[src/sv/msp_pkg.sv]
`timescale 1ns / 1ps

package msp_pkg;

  // defaults for the top-level parameters
  localparam int CHANNELS_DEFAULT      = 4;
  localparam int GAIN_FRAC_DEFAULT     = 8;
  localparam int QUEUE_DEPTH           = 8;

  // field widths
  localparam int CH_W       = 2;
  localparam int SPEED_W    = 16;
  localparam int GAIN_W     = 16;
  localparam int LIM_W      = 15;
  localparam int ILIM_W     = 20;
  localparam int ERR_W      = 16;
  localparam int INTEG_W    = 21;
  localparam int DIFF_W     = 17;
  localparam int CFG_IDX_W  = 3;
  localparam int CFG_DATA_W = 20;
  localparam int IN_DATA_W  = 40;
  localparam int OUT_DATA_W = 40;

  // configuration register indexes
  localparam logic [CFG_IDX_W-1:0] REG_KP         = 3'd0;
  localparam logic [CFG_IDX_W-1:0] REG_KI         = 3'd1;
  localparam logic [CFG_IDX_W-1:0] REG_KD         = 3'd2;
  localparam logic [CFG_IDX_W-1:0] REG_ERR_LIMIT  = 3'd3;
  localparam logic [CFG_IDX_W-1:0] REG_DEAD_ZONE  = 3'd4;
  localparam logic [CFG_IDX_W-1:0] REG_INT_LIMIT  = 3'd5;
  localparam logic [CFG_IDX_W-1:0] REG_OUT_LIMIT  = 3'd6;

  // reset values
  localparam logic [GAIN_W-1:0] KP_RESET        = 16'd1280;
  localparam logic [GAIN_W-1:0] KI_RESET        = 16'd0;
  localparam logic [GAIN_W-1:0] KD_RESET        = 16'd0;
  localparam logic [LIM_W-1:0]  ERR_LIMIT_RESET = 15'd5000;
  localparam logic [LIM_W-1:0]  DEAD_ZONE_RESET = 15'd0;
  localparam logic [ILIM_W-1:0] INT_LIMIT_RESET = 20'd5000;
  localparam logic [LIM_W-1:0]  OUT_LIMIT_RESET = 15'd5000;

  typedef struct packed {
    logic [GAIN_W-1:0] kp;
    logic [GAIN_W-1:0] ki;
    logic [GAIN_W-1:0] kd;
    logic [LIM_W-1:0]  error_limit;
    logic [LIM_W-1:0]  dead_zone;
    logic [ILIM_W-1:0] integral_limit;
    logic [LIM_W-1:0]  output_limit;
  } cfg_t;

  // state-update result handed to the gain path
  typedef struct packed {
    logic                      valid;
    logic [CH_W-1:0]           ch;
    logic signed [ERR_W-1:0]   e;
    logic signed [INTEG_W-1:0] integ;
    logic signed [DIFF_W-1:0]  d;
  } upd_t;

  typedef struct packed {
    logic                      valid;
    logic [CH_W-1:0]           ch;
    logic signed [SPEED_W-1:0] value;
  } res_t;

endpackage

[src/sv/msp_state_update.sv]
`timescale 1ns / 1ps

module msp_state_update #(
  parameter int CHANNELS = msp_pkg::CHANNELS_DEFAULT
) (
  input  logic                                clk,
  input  logic                                rst,
  input  logic                                in_valid,
  input  logic [msp_pkg::CH_W-1:0]            in_ch,
  input  logic signed [msp_pkg::SPEED_W-1:0]  in_target,
  input  logic signed [msp_pkg::SPEED_W-1:0]  in_measured,
  input  msp_pkg::cfg_t                       cfg,
  output msp_pkg::upd_t                       upd
);

  localparam int AW     = (CHANNELS > 1) ? $clog2(CHANNELS) : 1;
  localparam int WORD_W = msp_pkg::INTEG_W + msp_pkg::ERR_W;

  // stage 1: error, clamp, dead zone; state read issued
  logic                               s1_valid;
  logic [msp_pkg::CH_W-1:0]           s1_ch;
  logic signed [msp_pkg::SPEED_W-1:0] s1_target;
  logic signed [msp_pkg::SPEED_W-1:0] s1_measured;

  logic signed [16:0] err_raw;
  logic signed [16:0] elim_pos;
  logic signed [16:0] elim_neg;
  logic signed [16:0] dz_pos;
  logic signed [16:0] dz_neg;
  logic signed [16:0] err_cl;
  logic signed [16:0] err_dz;

  always_ff @(posedge clk) begin
    if (rst) begin
      s1_valid <= 1'b0;
    end else begin
      s1_valid <= in_valid;
    end
    s1_ch       <= in_ch;
    s1_target   <= in_target;
    s1_measured <= in_measured;
  end

  always_comb begin
    err_raw  = $signed({s1_target[15], s1_target}) - $signed({s1_measured[15], s1_measured});
    elim_pos = $signed({2'b00, cfg.error_limit});
    elim_neg = -elim_pos;
    dz_pos   = $signed({2'b00, cfg.dead_zone});
    dz_neg   = -dz_pos;
    if (err_raw > elim_pos) begin
      err_cl = elim_pos;
    end else if (err_raw < elim_neg) begin
      err_cl = elim_neg;
    end else begin
      err_cl = err_raw;
    end
    if ((err_cl > 17'sd0 && err_cl < dz_pos) || (err_cl < 17'sd0 && err_cl > dz_neg)) begin
      err_dz = 17'sd0;
    end else begin
      err_dz = err_cl;
    end
  end

  // per-channel state: {integral, previous error}
  logic [WORD_W-1:0]   mem [CHANNELS];
  logic [CHANNELS-1:0] ent_valid;
  logic [WORD_W-1:0]   rd_word;
  logic                rd_hit;
  logic [AW-1:0]       rd_addr;
  logic [AW-1:0]       wr_addr;

  // stage 2: read data back; integral and derivative; write back
  logic                               s2_valid;
  logic [msp_pkg::CH_W-1:0]           s2_ch;
  logic signed [msp_pkg::ERR_W-1:0]   s2_e;
  logic                               fwd;
  logic [WORD_W-1:0]                  wb_word;

  logic [WORD_W-1:0]                  old_word;
  logic signed [msp_pkg::INTEG_W-1:0] old_integ;
  logic signed [msp_pkg::ERR_W-1:0]   old_prev;
  logic signed [21:0]                 isum;
  logic signed [21:0]                 ilim_pos;
  logic signed [21:0]                 ilim_neg;
  logic signed [21:0]                 isum_cl;
  logic signed [msp_pkg::INTEG_W-1:0] integ_next;
  logic signed [msp_pkg::DIFF_W-1:0]  d_next;
  logic [WORD_W-1:0]                  word_next;

  assign rd_addr = AW'(s1_ch);
  assign wr_addr = AW'(s2_ch);

  always_ff @(posedge clk) begin
    rd_word <= mem[rd_addr];
    rd_hit  <= ent_valid[rd_addr];
    if (s2_valid) begin
      mem[wr_addr] <= word_next;
    end
  end

  always_ff @(posedge clk) begin
    if (rst) begin
      ent_valid <= '0;
      s2_valid  <= 1'b0;
    end else begin
      s2_valid <= s1_valid;
      if (s2_valid) begin
        ent_valid[wr_addr] <= 1'b1;
      end
    end
    s2_ch   <= s1_ch;
    s2_e    <= err_dz[15:0];
    // back-to-back items on one channel: the read above misses this write
    fwd     <= s2_valid && (s2_ch == s1_ch);
    wb_word <= word_next;
  end

  always_comb begin
    if (fwd) begin
      old_word = wb_word;
    end else if (rd_hit) begin
      old_word = rd_word;
    end else begin
      old_word = '0;
    end
    old_integ = $signed(old_word[WORD_W-1:msp_pkg::ERR_W]);
    old_prev  = $signed(old_word[msp_pkg::ERR_W-1:0]);
    isum      = $signed({old_integ[20], old_integ}) + $signed({{6{s2_e[15]}}, s2_e});
    ilim_pos  = $signed({2'b00, cfg.integral_limit});
    ilim_neg  = -ilim_pos;
    if (isum > ilim_pos) begin
      isum_cl = ilim_pos;
    end else if (isum < ilim_neg) begin
      isum_cl = ilim_neg;
    end else begin
      isum_cl = isum;
    end
    integ_next = isum_cl[msp_pkg::INTEG_W-1:0];
    d_next     = $signed({s2_e[15], s2_e}) - $signed({old_prev[15], old_prev});
    word_next  = {integ_next, s2_e};
  end

  always_ff @(posedge clk) begin
    if (rst) begin
      upd.valid <= 1'b0;
    end else begin
      upd.valid <= s2_valid;
    end
    upd.ch    <= s2_ch;
    upd.e     <= s2_e;
    upd.integ <= integ_next;
    upd.d     <= d_next;
  end

endmodule

[config.mk]
export PLATFORM = sky130hd
export DESIGN_NAME = msp_state_update
export DESIGN_NICKNAME = d
export VERILOG_FILES = /design/src/sv/msp_pkg.sv /design/src/sv/msp_state_update.sv
export SDC_FILE = /design/constraint.sdc
export NUM_CORES = 1
export LEC_CHECK = 0
export ABC_AREA = 1
export BUFFER_PORTS_ARGS = -buffer_cell sky130_fd_sc_hd__buf_4
export CAP_MARGIN = 5
export CORE_AREA = 2 2 159 161
export CTS_BUF_LIST = sky130_fd_sc_hd__clkbuf_8
export DETAILED_ROUTE_END_ITERATION = 10
export DIE_AREA = 0 0 161 163
export HOLD_SLACK_MARGIN = 0.15
export PLACE_DENSITY_LB_ADDON = 0.3
export SLEW_MARGIN = 20
export SYNTH_ARGS = -nofsm -noshare
export SYNTH_HDL_FRONTEND = slang
export SYNTH_SLANG_ARGS = --single-unit
[constraint.sdc]
create_clock -name clk -period 11.7 [get_ports clk]
set_clock_uncertainty 0.05 [all_clocks]
set_input_delay 1.755 -clock clk [delete_from_list [all_inputs] [get_ports clk]]
set_output_delay 1.755 -clock clk [all_outputs]
set_load 0.02 [all_outputs]
==> After elaboration in Yosys (flattened, before gate mapping) <==
Memories as Yosys holds them, arrays and structs flattened. A register that Yosys moved wholly into a read port is not among the register bits.
Index checks and enable logic that the tools add are counted.
{ "classes": {"addsub": 6, "multipliers": 0, "n_div": 0, "order_cmp": 11, "eq_ne": 1, "shift": 0, "n_mux": 12, "bitwise_logic": 1, "reduce_logical": 5} }
{ "ops": {"columns": ["cell", "count"], "rows": [
  ["$mux 37", 2],
  ["$mux 21", 2],
  ["$mux 17", 2],
  ["$neg 15->17", 2],
  ["$sub 16x16->17", 2],
  ["$add 21x16->22", 1],
  ["$gt 22x21->1", 1],
  ["$lt 22x22->1", 1],
  ["$neg 20->22", 1],
  ["$gt 17x1->1 const B", 1],
  ["$gt 17x16->1", 1],
  ["$gt 17x17->1", 1],
  ["$lt 17x1->1 const B", 1],
  ["$lt 17x16->1", 1],
  ["$lt 17x17->1", 1],
  ["$lt 2x3->1 const B", 2],
  ["$logic_and 1x1->1", 4],
  ["$mux 1", 4],
  ["$or 4x4->4", 1],
  ["$bmux 1 s2", 1],
  ["$demux 1 s2", 1],
  ["$eq 2x2->1", 1],
  ["$ge 2x1->1 const B", 1],
  ["$logic_or 1x1->1", 1]
]} }
{ "totals": {"regBits": 154, "latch_bits": 0, "ramBits": 148, "rom_bits": 0, "inputBits": 150, "out_inout_bits": 57, "elab_cells": 53, "n_memories": 1} }
{ "mem_list": {"columns": ["name", "words", "width", "read_ports", "rd_ports_with_merged_regs", "wr", "line_no", "source"], "rows": [
  ["mem", 4, 37, 1, 1, 1, "msp_state_update.sv:65", "logic [WORD_W-1:0] mem [CHANNELS];"]
]} }

==> Depth between registers and ports, before layout <==
Gate-level depths: netlist (run 1).
{ "depth": {"depth_word": 7, "depth_mapped": 41, "mapped_depth_nobuf": 39} }

==> Least setup slack after synthesis (run 1) <==
No wires, ideal clock.
{ "synth_path": {"path_type": "input -> register", "startpoint": "in cfg[51] (netlist bit)", "endpoint": "reg s2_e[14] (netlist bit)", "setup_time_ps": 123, "arrival_ps": 5753, "t_required_ps": 11527, "slack_ps": 5774, "stages": 33, "path_buffers": 2, "path_cell_list": "inv_1 -> ha_1 -> nand4_1 -> nor3_2 -> nand3_1 -> nor2_1 -> nand3_1 -> nor2_1 -> ha_1 -> nand2_1 -> inv_1 -> nand2_1 -> nand2_1 -> a21oi_1 -> nand3_2 -> nand2_2 -> nand2_4 -> inv_2 -> buf_6 -> nand2_1 -> a31oi_1 -> inv_1 -> ha_1 -> nand2_1 -> nor2_1 -> nand2_1 -> nor4_1 -> a31oi_1 -> nand3_1 -> nand3_2 -> nand2_4 -> buf_8 -> nor2_2"} }
{ "synth_between": {"elab_chain_cells": 7, "elab_cells_between_ends": 12, "cone_classes": "add/sub (1); order compare (6); mux (2); reduce/logical (3)"} }
{ "synth_lines": {"columns": ["item", "line_no", "source"], "rows": [
  ["start, declared", "msp_state_update.sv:12", "input msp_pkg::cfg_t cfg,"],
  ["$neg 15->17", "msp_state_update.sv:47", "elim_neg = -elim_pos;"],
  ["$lt 17x17->1", "msp_state_update.sv:52", "end else if (err_raw < elim_neg) begin"],
  ["$mux 17", "msp_state_update.sv:52", null],
  ["$mux 17 *", "msp_state_update.sv:50", "if (err_raw > elim_pos) begin"],
  ["named net err_cl[14]", "msp_state_update.sv:30", "logic signed [16:0] err_cl;"],
  ["$gt 17x1->1 (tied with other cells)", "msp_state_update.sv:57", "if ((err_cl > 17'sd0 && err_cl < dz_pos) || (err_cl < 17'sd0 && err_cl > dz_neg)) begin"],
  ["$logic_and 1x1->1", "msp_state_update.sv:57", null],
  ["$logic_or 1x1->1", "msp_state_update.sv:57", null],
  ["end signal, assigned", "msp_state_update.sv:112", "s2_e <= err_dz[15:0];"],
  ["end, declared", "msp_state_update.sv:75", "logic signed [msp_pkg::ERR_W-1:0] s2_e;"]
]} }
The timed path passes the listed nets; every way through them passes the cells marked *.
A chain may end at the register's enable or synchronous reset.

==> Final worst setup path (run 1) <==
{ "layout_path": {"startpoint": "in cfg[51] (netlist bit)", "endpoint": "reg s2_e[0] (netlist bit)"} }
{ "layout_between": {"elab_chain_cells": 7, "elab_cells_between_ends": 12, "cone_classes": "add/sub (1); order compare (6); mux (2); reduce/logical (3)"} }
{ "layout_lines": {"columns": ["item", "line_no"], "rows": [
  ["$neg 15->17", "msp_state_update.sv:47"],
  ["$lt 17x17->1", "msp_state_update.sv:52"],
  ["$mux 17", "msp_state_update.sv:52"],
  ["$mux 17 *", "msp_state_update.sv:50"],
  ["named net err_cl[10]", "msp_state_update.sv:30"],
  ["$gt 17x1->1 (tied with other cells)", "msp_state_update.sv:57"],
  ["$logic_and 1x1->1", "msp_state_update.sv:57"],
  ["$logic_or 1x1->1 *", "msp_state_update.sv:57"]
]} }
Marked as above.

==> report_table.html, run 1 <==
<table>
<tr><th>Metric</th><th>Value</th></tr>
<tr><th colspan="2">Outcome</th></tr>
<tr><td>Result of the run</td><td>complete, no violations</td></tr>
<tr><th colspan="2">Critical path</th></tr>
<tr><td>Path type of the worst setup path</td><td>in -&gt; reg</td></tr>
<tr><td>Internal reg-to-reg setup slack</td><td>5.12 ns</td></tr>
<tr><td>Arrival @ worst endpoint</td><td>7.15 ns</td></tr>
<tr><td>Dominant cell type by count on the critical path</td><td>sky130_fd_sc_hd__nand2_1</td></tr>
<tr><td>Startpoint class of the critical path</td><td>primary input</td></tr>
<tr><td>Slowest stage cell, crit path</td><td>sky130_fd_sc_hd__o21ai_1</td></tr>
<tr><td>Critical path endpoint category</td><td>flop</td></tr>
<tr><td>Data required time of the worst path</td><td>12.07 ns</td></tr>
<tr><td>Worst Path Max Fanout</td><td>16</td></tr>
<tr><td>Maximum single-stage delay on the critical path</td><td>0.35 ns</td></tr>
<tr><th colspan="2">Die</th></tr>
<tr><td>Core Area</td><td>around 25000 sq um</td></tr>
<tr><td>Area of the die</td><td>26240 sq um</td></tr>
<tr><td>Initial core utilization</td><td>63.96%</td></tr>
<tr><td>Horizontal die dimension</td><td>161 um</td></tr>
<tr><td>Height of the die</td><td>~160 um</td></tr>
<tr><td>Number of rows in the core area</td><td>58</td></tr>
<tr><td>I/O pins</td><td>207</td></tr>
<tr><th colspan="2">Final layout</th></tr>
<tr><td>Post-route design area</td><td>18080 sq um</td></tr>
<tr><td>Fraction of final layout cells with drive strength greater than 1</td><td>14.53%</td></tr>
<tr><td>Core Util, Final</td><td>73.30%</td></tr>
<tr><td>Final #Nets</td><td>between 2000 and 2500</td></tr>
<tr><td>FILL cells</td><td>about 1800</td></tr>
<tr><td>Number of antenna diodes</td><td>0</td></tr>
<tr><td>Synthesis-to-finish area growth</td><td>14.60%</td></tr>
<tr><th colspan="2">Clocking</th></tr>
<tr><td>H-tree depth</td><td>2</td></tr>
<tr><td>Number of clock buffers inserted by TritonCTS</td><td>47</td></tr>
<tr><td>Latest clock arrival within the worst-skew pair</td><td>0.58 ns</td></tr>
<tr><td>Clock slew seen by the registers of the worst setup and hold paths</td><td>0.07 ns</td></tr>
<tr><td>Buffer depth of the longest clock path</td><td>3</td></tr>
<tr><td>Number of buffers inserted for hold repair after clock tree synthesis</td><td>0</td></tr>
<tr><td>Clock sink count</td><td>302</td></tr>
<tr><td>CTS-repair resized insts</td><td>0</td></tr>
<tr><td>Post CTS Setup Buffer Count</td><td>0</td></tr>
<tr><td>Root Buffer</td><td>sky130_fd_sc_hd__clkbuf_8</td></tr>
<tr><td>TritonCTS clock tree</td><td>yes</td></tr>
<tr><th colspan="2">Synth</th></tr>
<tr><td>Cell taking the most area after synthesis</td><td>sky130_fd_sc_hd__edfxtp_1</td></tr>
<tr><td>Top area cells in the synthesized netlist</td><td>sky130_fd_sc_hd__edfxtp_1, sky130_fd_sc_hd__dfxtp_1, sky130_fd_sc_hd__ha_1</td></tr>
<tr><td>Gate count after technology mapping</td><td>~1700</td></tr>
<tr><td>Summed instance area of the synthesized netlist</td><td>15780 sq um</td></tr>
<tr><td>Xor/xnor share of the synthesized area</td><td>4.218%</td></tr>
<tr><td>Top cell type's share of synthesized area</td><td>28.16%</td></tr>
<tr><td>Number of synthesized register bits</td><td>a little over 300</td></tr>
<tr><td>Yosys cell types</td><td>between 50 and 60</td></tr>
<tr><td>Yosys synthesis warning count</td><td>0</td></tr>
<tr><td>Share of the synthesized area in compound gates (AO/OA/AOI/OAI)</td><td>13.25%</td></tr>
<tr><td>Multiplexer share of the synthesized area</td><td>0%</td></tr>
<tr><td>Per-instance average area after synthesis</td><td>roughly 9 sq um</td></tr>
<tr><td>Adder-cell share of the synthesized area</td><td>12.67%</td></tr>
<tr><td>Synthesized net count</td><td>2034</td></tr>
<tr><td>Dominant combinational cell family by area after synthesis</td><td>simple AND/OR/NAND/NOR gates</td></tr>
<tr><td>Share of synthesized cell area in and, or, nand and nor gates</td><td>roughly 16%</td></tr>
<tr><td>Share of synthesized area occupied by flip-flops and latches</td><td>47.70%</td></tr>
<tr><th colspan="2">Route</th></tr>
<tr><td>Final wirelength</td><td>about 37000 um</td></tr>
<tr><td>Antenna-violating nets left</td><td>0</td></tr>
<tr><td>DRC viols</td><td>0</td></tr>
<tr><td>Number of vias per cell after detailed routing</td><td>5.638</td></tr>
<tr><td>Iter 0 DRT Violations</td><td>870</td></tr>
<tr><td>Via count</td><td>12686</td></tr>
<tr><td>Routed length per placed instance</td><td>16.56 um</td></tr>
<tr><td>First-pass iteration count of the detailed router</td><td>5</td></tr>
<tr><th colspan="2">Place</th></tr>
<tr><td>Global placer's final weighted congestion</td><td>0.9183</td></tr>
<tr><td>DP Worst Slack</td><td>4.507 ns</td></tr>
<tr><td>DP Area</td><td>17160 sq um</td></tr>
<tr><td># port buffers</td><td>143</td></tr>
<tr><td>DP Wirelength</td><td>26760 um</td></tr>
<tr><th colspan="2">Global routing</th></tr>
<tr><td>First-pass GRT wire length</td><td>59770 um</td></tr>
<tr><td>Overall Global Routing Usage</td><td>between 20% and 30%</td></tr>
<tr><td>Aggregate global routing overflow</td><td>0</td></tr>
<tr><td>Number of antenna violations at the first check in global routing</td><td>0</td></tr>
<tr><td>Vias in the first global route</td><td>12377</td></tr>
<tr><td>Largest net degree at the start of global routing</td><td>80</td></tr>
<tr><th colspan="2">Timing</th></tr>
<tr><td>Final max-slew violation count</td><td>0</td></tr>
<tr><td>Setup slack after layout</td><td>4.925 ns</td></tr>
<tr><td>Final period util</td><td>between 50% and 60%</td></tr>
<tr><td>Total negative slack for setup checks</td><td>0 ns</td></tr>
<tr><td>Unrepaired setup endpoints after global routing</td><td>false</td></tr>
<tr><td>Transition time at the pin with the least slew margin</td><td>0.8305 ns</td></tr>
<tr><td>Highest Clock Rate</td><td>around 0.15 GHz</td></tr>
<tr><td>Final hold violation count</td><td>0</td></tr>
<tr><td>Setup violators final</td><td>0</td></tr>
<tr><td>Final worst path period need</td><td>between 6 and 7 ns</td></tr>
<tr><td>Normalized max-slew margin</td><td>44.64%</td></tr>
<tr><th colspan="2">Min path</th></tr>
<tr><td>Path category of the worst min-delay check</td><td>reg -&gt; reg</td></tr>
<tr><th colspan="2">Power</th></tr>
<tr><td>Cell area power density</td><td>~230 nW/um^2</td></tr>
<tr><td>Total Power</td><td>4148 uW</td></tr>
<tr><td>Worst-case vdd ir drop</td><td>121.9 uV</td></tr>
<tr><td>Leakage Power</td><td>0.008329 uW</td></tr>
<tr><th colspan="2">Flow run</th></tr>
<tr><td>Max-cap violations</td><td>0</td></tr>
</table>
-- path summary, 6_finish.rpt --
path                          from  cells after the start                   end
setup / recovery           cfg[51]                     34    s2_e[0]$_SDFF_PP0_
hold / removal    s2_ch[1]$_DFF_P_                      0       upd[55]$_DFF_P_
setup reg to reg       fwd$_DFF_P_                     32  mem[2][36]$_DFFE_PP_
hold reg to reg   s2_ch[1]$_DFF_P_                      0       upd[55]$_DFF_P_
-- cells in the final DEF, fill, tap and decap left out, types with 3 or more instances in the layout --
cell	netlist	final
sky130_fd_sc_hd__clkbuf_8	0	57
sky130_fd_sc_hd__o21ai_1	14	14
sky130_fd_sc_hd__a21o_1	4	4
sky130_fd_sc_hd__nor3_1	18	18
sky130_fd_sc_hd__fa_1	3	3
sky130_fd_sc_hd__o211ai_1	11	11
sky130_fd_sc_hd__nand2_1	299	298
sky130_fd_sc_hd__inv_1	188	202
sky130_fd_sc_hd__nand3_1	66	66
sky130_fd_sc_hd__xnor2_1	16	16
sky130_fd_sc_hd__nor2_4	0	4
sky130_fd_sc_hd__dfxtp_1	154	152
sky130_fd_sc_hd__nand4_1	14	14
sky130_fd_sc_hd__o21ai_2	7	7
sky130_fd_sc_hd__clkinv_1	0	5
sky130_fd_sc_hd__nand2_4	3	3
sky130_fd_sc_hd__o22ai_1	38	38
sky130_fd_sc_hd__edfxtp_1	148	148
sky130_fd_sc_hd__nand2_2	5	6
sky130_fd_sc_hd__xor2_1	60	60
sky130_fd_sc_hd__nor2_1	161	157
sky130_fd_sc_hd__a21oi_1	82	82
sky130_fd_sc_hd__nor2_2	14	14
sky130_fd_sc_hd__ha_1	155	155
sky130_fd_sc_hd__a31oi_1	4	4
sky130_fd_sc_hd__a21boi_1	5	5
sky130_fd_sc_hd__clkinv_2	0	4
sky130_fd_sc_hd__buf_4	1	154
sky130_fd_sc_hd__inv_2	5	6
sky130_fd_sc_hd__o21ai_0	126	126
sky130_fd_sc_hd__or2_2	3	3
sky130_fd_sc_hd__a22o_1	21	21
sky130_fd_sc_hd__a211oi_1	9	9
sky130_fd_sc_hd__nand3_2	6	6
sky130_fd_sc_hd__a22oi_1	16	16
-- metrics by stage --
stage               instances  hold slack (ns)
floorplan                1726           0.3114
global placement         2164           0.3331
detailed placement       2164           0.3617
CTS                      2250           0.3775
global route             2250           0.3800
finish                   2250           0.3754
-- synth_stat cells (all sizes together) --
master   instances
inv            193
and2             1
a211o            1
nand2          307
nor2           175
nand3b           2
ha             155
or2              3
edfxtp         148
o22ai           38
o21ai          147
o21a             2
xnor2           16
nand4           14
o21bai           1
a22o            21
nor3            21
nor4             2
o21ba            2
buf             12
a21oi           83
nand3           72
xor2            60
a221oi           1
dfxtp          154
o2111ai          1
a21o             4
and3             2
o211ai          12
a22oi           16
a211oi          10
o31ai            2
o41ai            1
fa               3
a21boi           6
a31oi            4
clkbuf          34
-- area by class of cell --
class                           count  area, sq um  share of cell area, %
Sequential cell                   302         7530                  41.64
Multi-Input combinational cell   1185         7337                  40.57
Timing Repair Buffer              154         1156                  6.393
Clock buffer                       57        784.5                  4.338
Inverter                          193        724.4                  4.006
Tap cell                          330        412.9                  2.283
Clock inverter                     29        140.1                 0.7749
-- routing by layer --
metal	routed length (um)	track usage, %	vias to the layer above
met5	0	0	-
met4	1022	9.903	0
met3	2613	5.653	85
met2	18170	48.81	473
met1	15460	35.79	5896
li1	-	-	6232
-- power breakdown --
group | internal, uW | total [uW] | switching, uW
combinational | 601 | 1720 | 1120
sequential | 1430 | 1580 | 150
clock | 445 | 855 | 410
total | 2470 | 4150 | 1680
-- critical path, delay by kind of cell --
family	cells	cell delay, ns
compound gates	3	0.75
simple gates	23	3.13
buf+inv	5	0.65
fa+ha+maj	3	0.86
-- flip-flops by register name, summed over array words and instances (netlist names) --
| signal | cells |
|---|---|
| mem | 148 |
| upd | 56 |
| rd_word | 37 |
| s1_measured | 16 |
| s1_target | 16 |
| s2_e | 16 |
| ent_valid | 4 |
| rd_addr | 2 |
| s2_ch | 2 |
| fwd | 1 |
| rd_hit | 1 |
| s1_valid | 1 |
| s2_valid | 1 |
| wb_word | 1 |
-- cells by family after synthesis --
logic type                 Yosys count
xor gates and xnor gates            76
DFF                                302
buffers and inverters              239
and+or+nand+nor                    599
adders and majority gates          158
AOI/OAI and AO/OA                  352
No activity file was read; power rests on OpenSTA's default activity.
==> run 2, diff against run 1 <==
--- a/config.mk
+++ b/config.mk
@@ -8,10 +8,10 @@
 export ABC_AREA = 1
 export BUFFER_PORTS_ARGS = -buffer_cell sky130_fd_sc_hd__buf_4
 export CAP_MARGIN = 5
-export CORE_AREA = 2 2 159 161
+export CORE_AREA = 2 2 166 168
 export CTS_BUF_LIST = sky130_fd_sc_hd__clkbuf_8
 export DETAILED_ROUTE_END_ITERATION = 10
-export DIE_AREA = 0 0 161 163
+export DIE_AREA = 0 0 168 170
 export HOLD_SLACK_MARGIN = 0.15
 export PLACE_DENSITY_LB_ADDON = 0.3
 export SLEW_MARGIN = 20
==> constraint.sdc (replaced) <==
create_clock -name clk -period 6.8 [get_ports clk]
set_clock_uncertainty 0.05 [all_clocks]
set_input_delay 1.02 -clock clk [delete_from_list [all_inputs] [get_ports clk]]
set_output_delay 1.02 -clock clk [all_outputs]
set_load 0.02 [all_outputs]
==> report_table.html, run 2 (same netlist as run 1, synthesis figures left out) <==
<table>
<tr><th>Metric</th><th>Value</th></tr>
<tr><th colspan="2">Timing</th></tr>
<tr><td>Setup violators final</td><td>0</td></tr>
<tr><td>Normalized max-slew margin</td><td>between 40 and 50%</td></tr>
<tr><td>Unrepaired setup endpoints after global routing</td><td>false</td></tr>
<tr><td>Final max-slew violation count</td><td>0</td></tr>
<tr><td>Final hold violation count</td><td>0</td></tr>
<tr><td>Total negative slack for setup checks</td><td>0 ns</td></tr>
<tr><td>Final worst path period need</td><td>6.127 ns</td></tr>
<tr><td>Transition time at the pin with the least slew margin</td><td>0.8272 ns</td></tr>
<tr><td>Final period util</td><td>90.10%</td></tr>
<tr><td>Highest Clock Rate</td><td>0.1632 GHz</td></tr>
<tr><th colspan="2">Critical path</th></tr>
<tr><td>Maximum single-stage delay on the critical path</td><td>0.58 ns</td></tr>
<tr><td>Worst Path Max Fanout</td><td>37</td></tr>
<tr><td>Startpoint class of the critical path</td><td>flop</td></tr>
<tr><td>Dominant cell type by count on the critical path</td><td>sky130_fd_sc_hd__nand2_1</td></tr>
<tr><td>Worst Path Buf+Inv</td><td>5</td></tr>
<tr><td>Register-to-Register Path Depth</td><td>31</td></tr>
<tr><td>Path type of the worst setup path</td><td>reg -&gt; reg</td></tr>
<tr><td>CP top delay family</td><td>simple AND/OR/NAND/NOR gates</td></tr>
<tr><td>Data required time of the worst path</td><td>about 7 ns</td></tr>
<tr><td>Critical path endpoint category</td><td>flop</td></tr>
<tr><td>Arrival @ worst endpoint</td><td>6.36 ns</td></tr>
<tr><td>Worst path depth</td><td>31</td></tr>
<tr><td>Slowest stage cell, crit path</td><td>sky130_fd_sc_hd__inv_2</td></tr>
<tr><th colspan="2">Global routing</th></tr>
<tr><td>Largest net degree at the start of global routing</td><td>80</td></tr>
<tr><td>First-pass GRT wire length</td><td>around 60000 um</td></tr>
<tr><td>Aggregate global routing overflow</td><td>0</td></tr>
<tr><td>Overall Global Routing Usage</td><td>26.31%</td></tr>
<tr><td>Number of antenna violations at the first check in global routing</td><td>0</td></tr>
<tr><td>Vias in the first global route</td><td>12294</td></tr>
<tr><th colspan="2">Final layout</th></tr>
<tr><td>Fraction of final layout cells with drive strength greater than 1</td><td>between 10% and 20%</td></tr>
<tr><td>Number of antenna diodes</td><td>0</td></tr>
<tr><td>Final #Nets</td><td>2192</td></tr>
<tr><td>Largest register FFs</td><td>148</td></tr>
<tr><td>Biggest registers after layout</td><td>mem (148), upd (56), rd_word (37)</td></tr>
<tr><td>Synthesis-to-finish area growth</td><td>15.87%</td></tr>
<tr><td>Core Util, Final</td><td>68.61%</td></tr>
<tr><td>Top reg by flops</td><td>mem</td></tr>
<tr><td>Most used cells in the layout excluding fill and tap cells</td><td>sky130_fd_sc_hd__nand2_1, sky130_fd_sc_hd__inv_1, sky130_fd_sc_hd__nor2_1</td></tr>
<tr><td>FILL cells</td><td>2051</td></tr>
<tr><td>Leading cell type in the layout, fill and taps excluded</td><td>sky130_fd_sc_hd__nand2_1</td></tr>
<tr><td>Filler-free cell count of the finished design</td><td>2263</td></tr>
<tr><th colspan="2">Die</th></tr>
<tr><td>I/O pins</td><td>207</td></tr>
<tr><td>Core Area</td><td>26650 sq um</td></tr>
<tr><td>Number of rows in the core area</td><td>60</td></tr>
<tr><td>Initial core utilization</td><td>59.21%</td></tr>
<tr><td>Height of the die</td><td>170 um</td></tr>
<tr><td>Horizontal die dimension</td><td>168 um</td></tr>
<tr><td>Area of the die</td><td>28560 sq um</td></tr>
<tr><th colspan="2">Clocking</th></tr>
<tr><td>Number of buffers inserted for hold repair after clock tree synthesis</td><td>0</td></tr>
<tr><td>CTS-repair resized insts</td><td>0</td></tr>
<tr><td>H-tree depth</td><td>2</td></tr>
<tr><td>Latest clock arrival within the worst-skew pair</td><td>0.58 ns</td></tr>
<tr><td>TritonCTS clock tree</td><td>yes</td></tr>
<tr><td>Clock slew seen by the registers of the worst setup and hold paths</td><td>0.06 ns</td></tr>
<tr><td>Number of clock buffers inserted by TritonCTS</td><td>46</td></tr>
<tr><td>Root Buffer</td><td>sky130_fd_sc_hd__clkbuf_8</td></tr>
<tr><td>Clock sink count</td><td>302</td></tr>
<tr><td>Post CTS Setup Buffer Count</td><td>0</td></tr>
<tr><td>Buffer depth of the longest clock path</td><td>3</td></tr>
<tr><th colspan="2">Route</th></tr>
<tr><td>Routed length per placed instance</td><td>~17 um</td></tr>
<tr><td>Iter 0 DRT Violations</td><td>977</td></tr>
<tr><td>Number of vias per cell after detailed routing</td><td>5.550</td></tr>
<tr><td>First-pass iteration count of the detailed router</td><td>5</td></tr>
<tr><td>DRC viols</td><td>0</td></tr>
<tr><td>Antenna-violating nets left</td><td>0</td></tr>
<tr><td>Final wirelength</td><td>37590 um</td></tr>
<tr><td>Via count</td><td>~13000</td></tr>
<tr><th colspan="2">Power</th></tr>
<tr><td>Total Power</td><td>7422 uW</td></tr>
<tr><td>Cell area power density</td><td>405.9 nW/um^2</td></tr>
<tr><td>Leakage Power</td><td>0.008413 uW</td></tr>
<tr><td>Worst-case vdd ir drop</td><td>between 300 and 400 uV</td></tr>
<tr><th colspan="2">Min path</th></tr>
<tr><td>Path category of the worst min-delay check</td><td>reg -&gt; reg</td></tr>
<tr><td>Number of cells on the worst hold path</td><td>2</td></tr>
<tr><th colspan="2">Outcome</th></tr>
<tr><td>Result of the run</td><td>complete, no violations</td></tr>
<tr><th colspan="2">Place</th></tr>
<tr><td>Number of cells in the design after placement</td><td>approximately 2200</td></tr>
<tr><td># port buffers</td><td>approximately 140</td></tr>
<tr><td>DP Wirelength</td><td>26800 um</td></tr>
<tr><td>Global placer's final weighted congestion</td><td>0.8776</td></tr>
<tr><th colspan="2">Flow run</th></tr>
<tr><td>Max-cap violations</td><td>0</td></tr>
</table>
[run 2: changes by cell type in the layout (fill, tap and decap cells not counted), sizes merged]
cell | before | now
bufinv | 0 | 8
buf | 154 | 156
clkbuf | 57 | 54
clkinv | 11 | 5
inv | 210 | 209
clkinvlp | 1 | 3
[run 2: area by class of cell]
type | instances | area (sq um) | share of cell area, %
flip-flops and latches | 302 | 7530 | 41.18
inverters | 193 | 724.4 | 3.962
multi-input cells | 1185 | 7335 | 40.11
clock buffers | 54 | 743.2 | 4.065
clock inverters | 32 | 355.3 | 1.943
well taps | 341 | 426.7 | 2.333
repair buffers | 156 | 1171 | 6.405
[run 2: worst register-to-register path: cells and delay by family, from the launching register on]
kind            cells  cell delay (ns)
buf+inv             5             1.14
compound gates      8             1.44
simple gates       14             1.73
fa+ha+maj           3             0.90
xor+xnor            1             0.30
flops               1             0.31
[run 2: where the power goes]
group	internal [uW]	total (uW)	switching, uW
clock	1040	1740	704
sequential	2450	2710	260
combinational	1040	2970	1930
total	4530	7420	2890
[run 2: path summary, 6_finish.rpt]
check	from	to	slack [ns]
worst max-delay path	fwd$_DFF_P_	mem[1][20]$_DFFE_PP_	0.67
worst min-delay path	s1_valid$_SDFF_PP0_	s2_valid$_SDFF_PP0_	0.35
worst max register to register	fwd$_DFF_P_	mem[1][20]$_DFFE_PP_	0.67
worst min register to register	s1_valid$_SDFF_PP0_	s2_valid$_SDFF_PP0_	0.35
[run 2: routing by layer]
| metal | wire (um) | global-route usage, % | share of wire [%] |
|---|---|---|---|
| met1 | 15930 | 32.91 | 42 |
| met3 | 2422 | 4.000 | 6.4 |
| met4 | 800 | 8.544 | 2.1 |
| met2 | 18430 | 46.86 | 49 |
| met5 | 0 | 0 | 0 |
[run 2: metrics by stage]
stage | cell area (sq um) | setup WS [ns] | hold slack, ns
after floorplan | 15780 | 1.609 | 0.3114
after global placement | 17190 | 0.6197 | 0.3344
after detailed placement | 17190 | 0.5387 | 0.3483
after CTS | 18290 | 0.8124 | 0.3526
after global routing | 18290 | 0.1797 | 0.3827
final | 18290 | 0.6731 | 0.3489
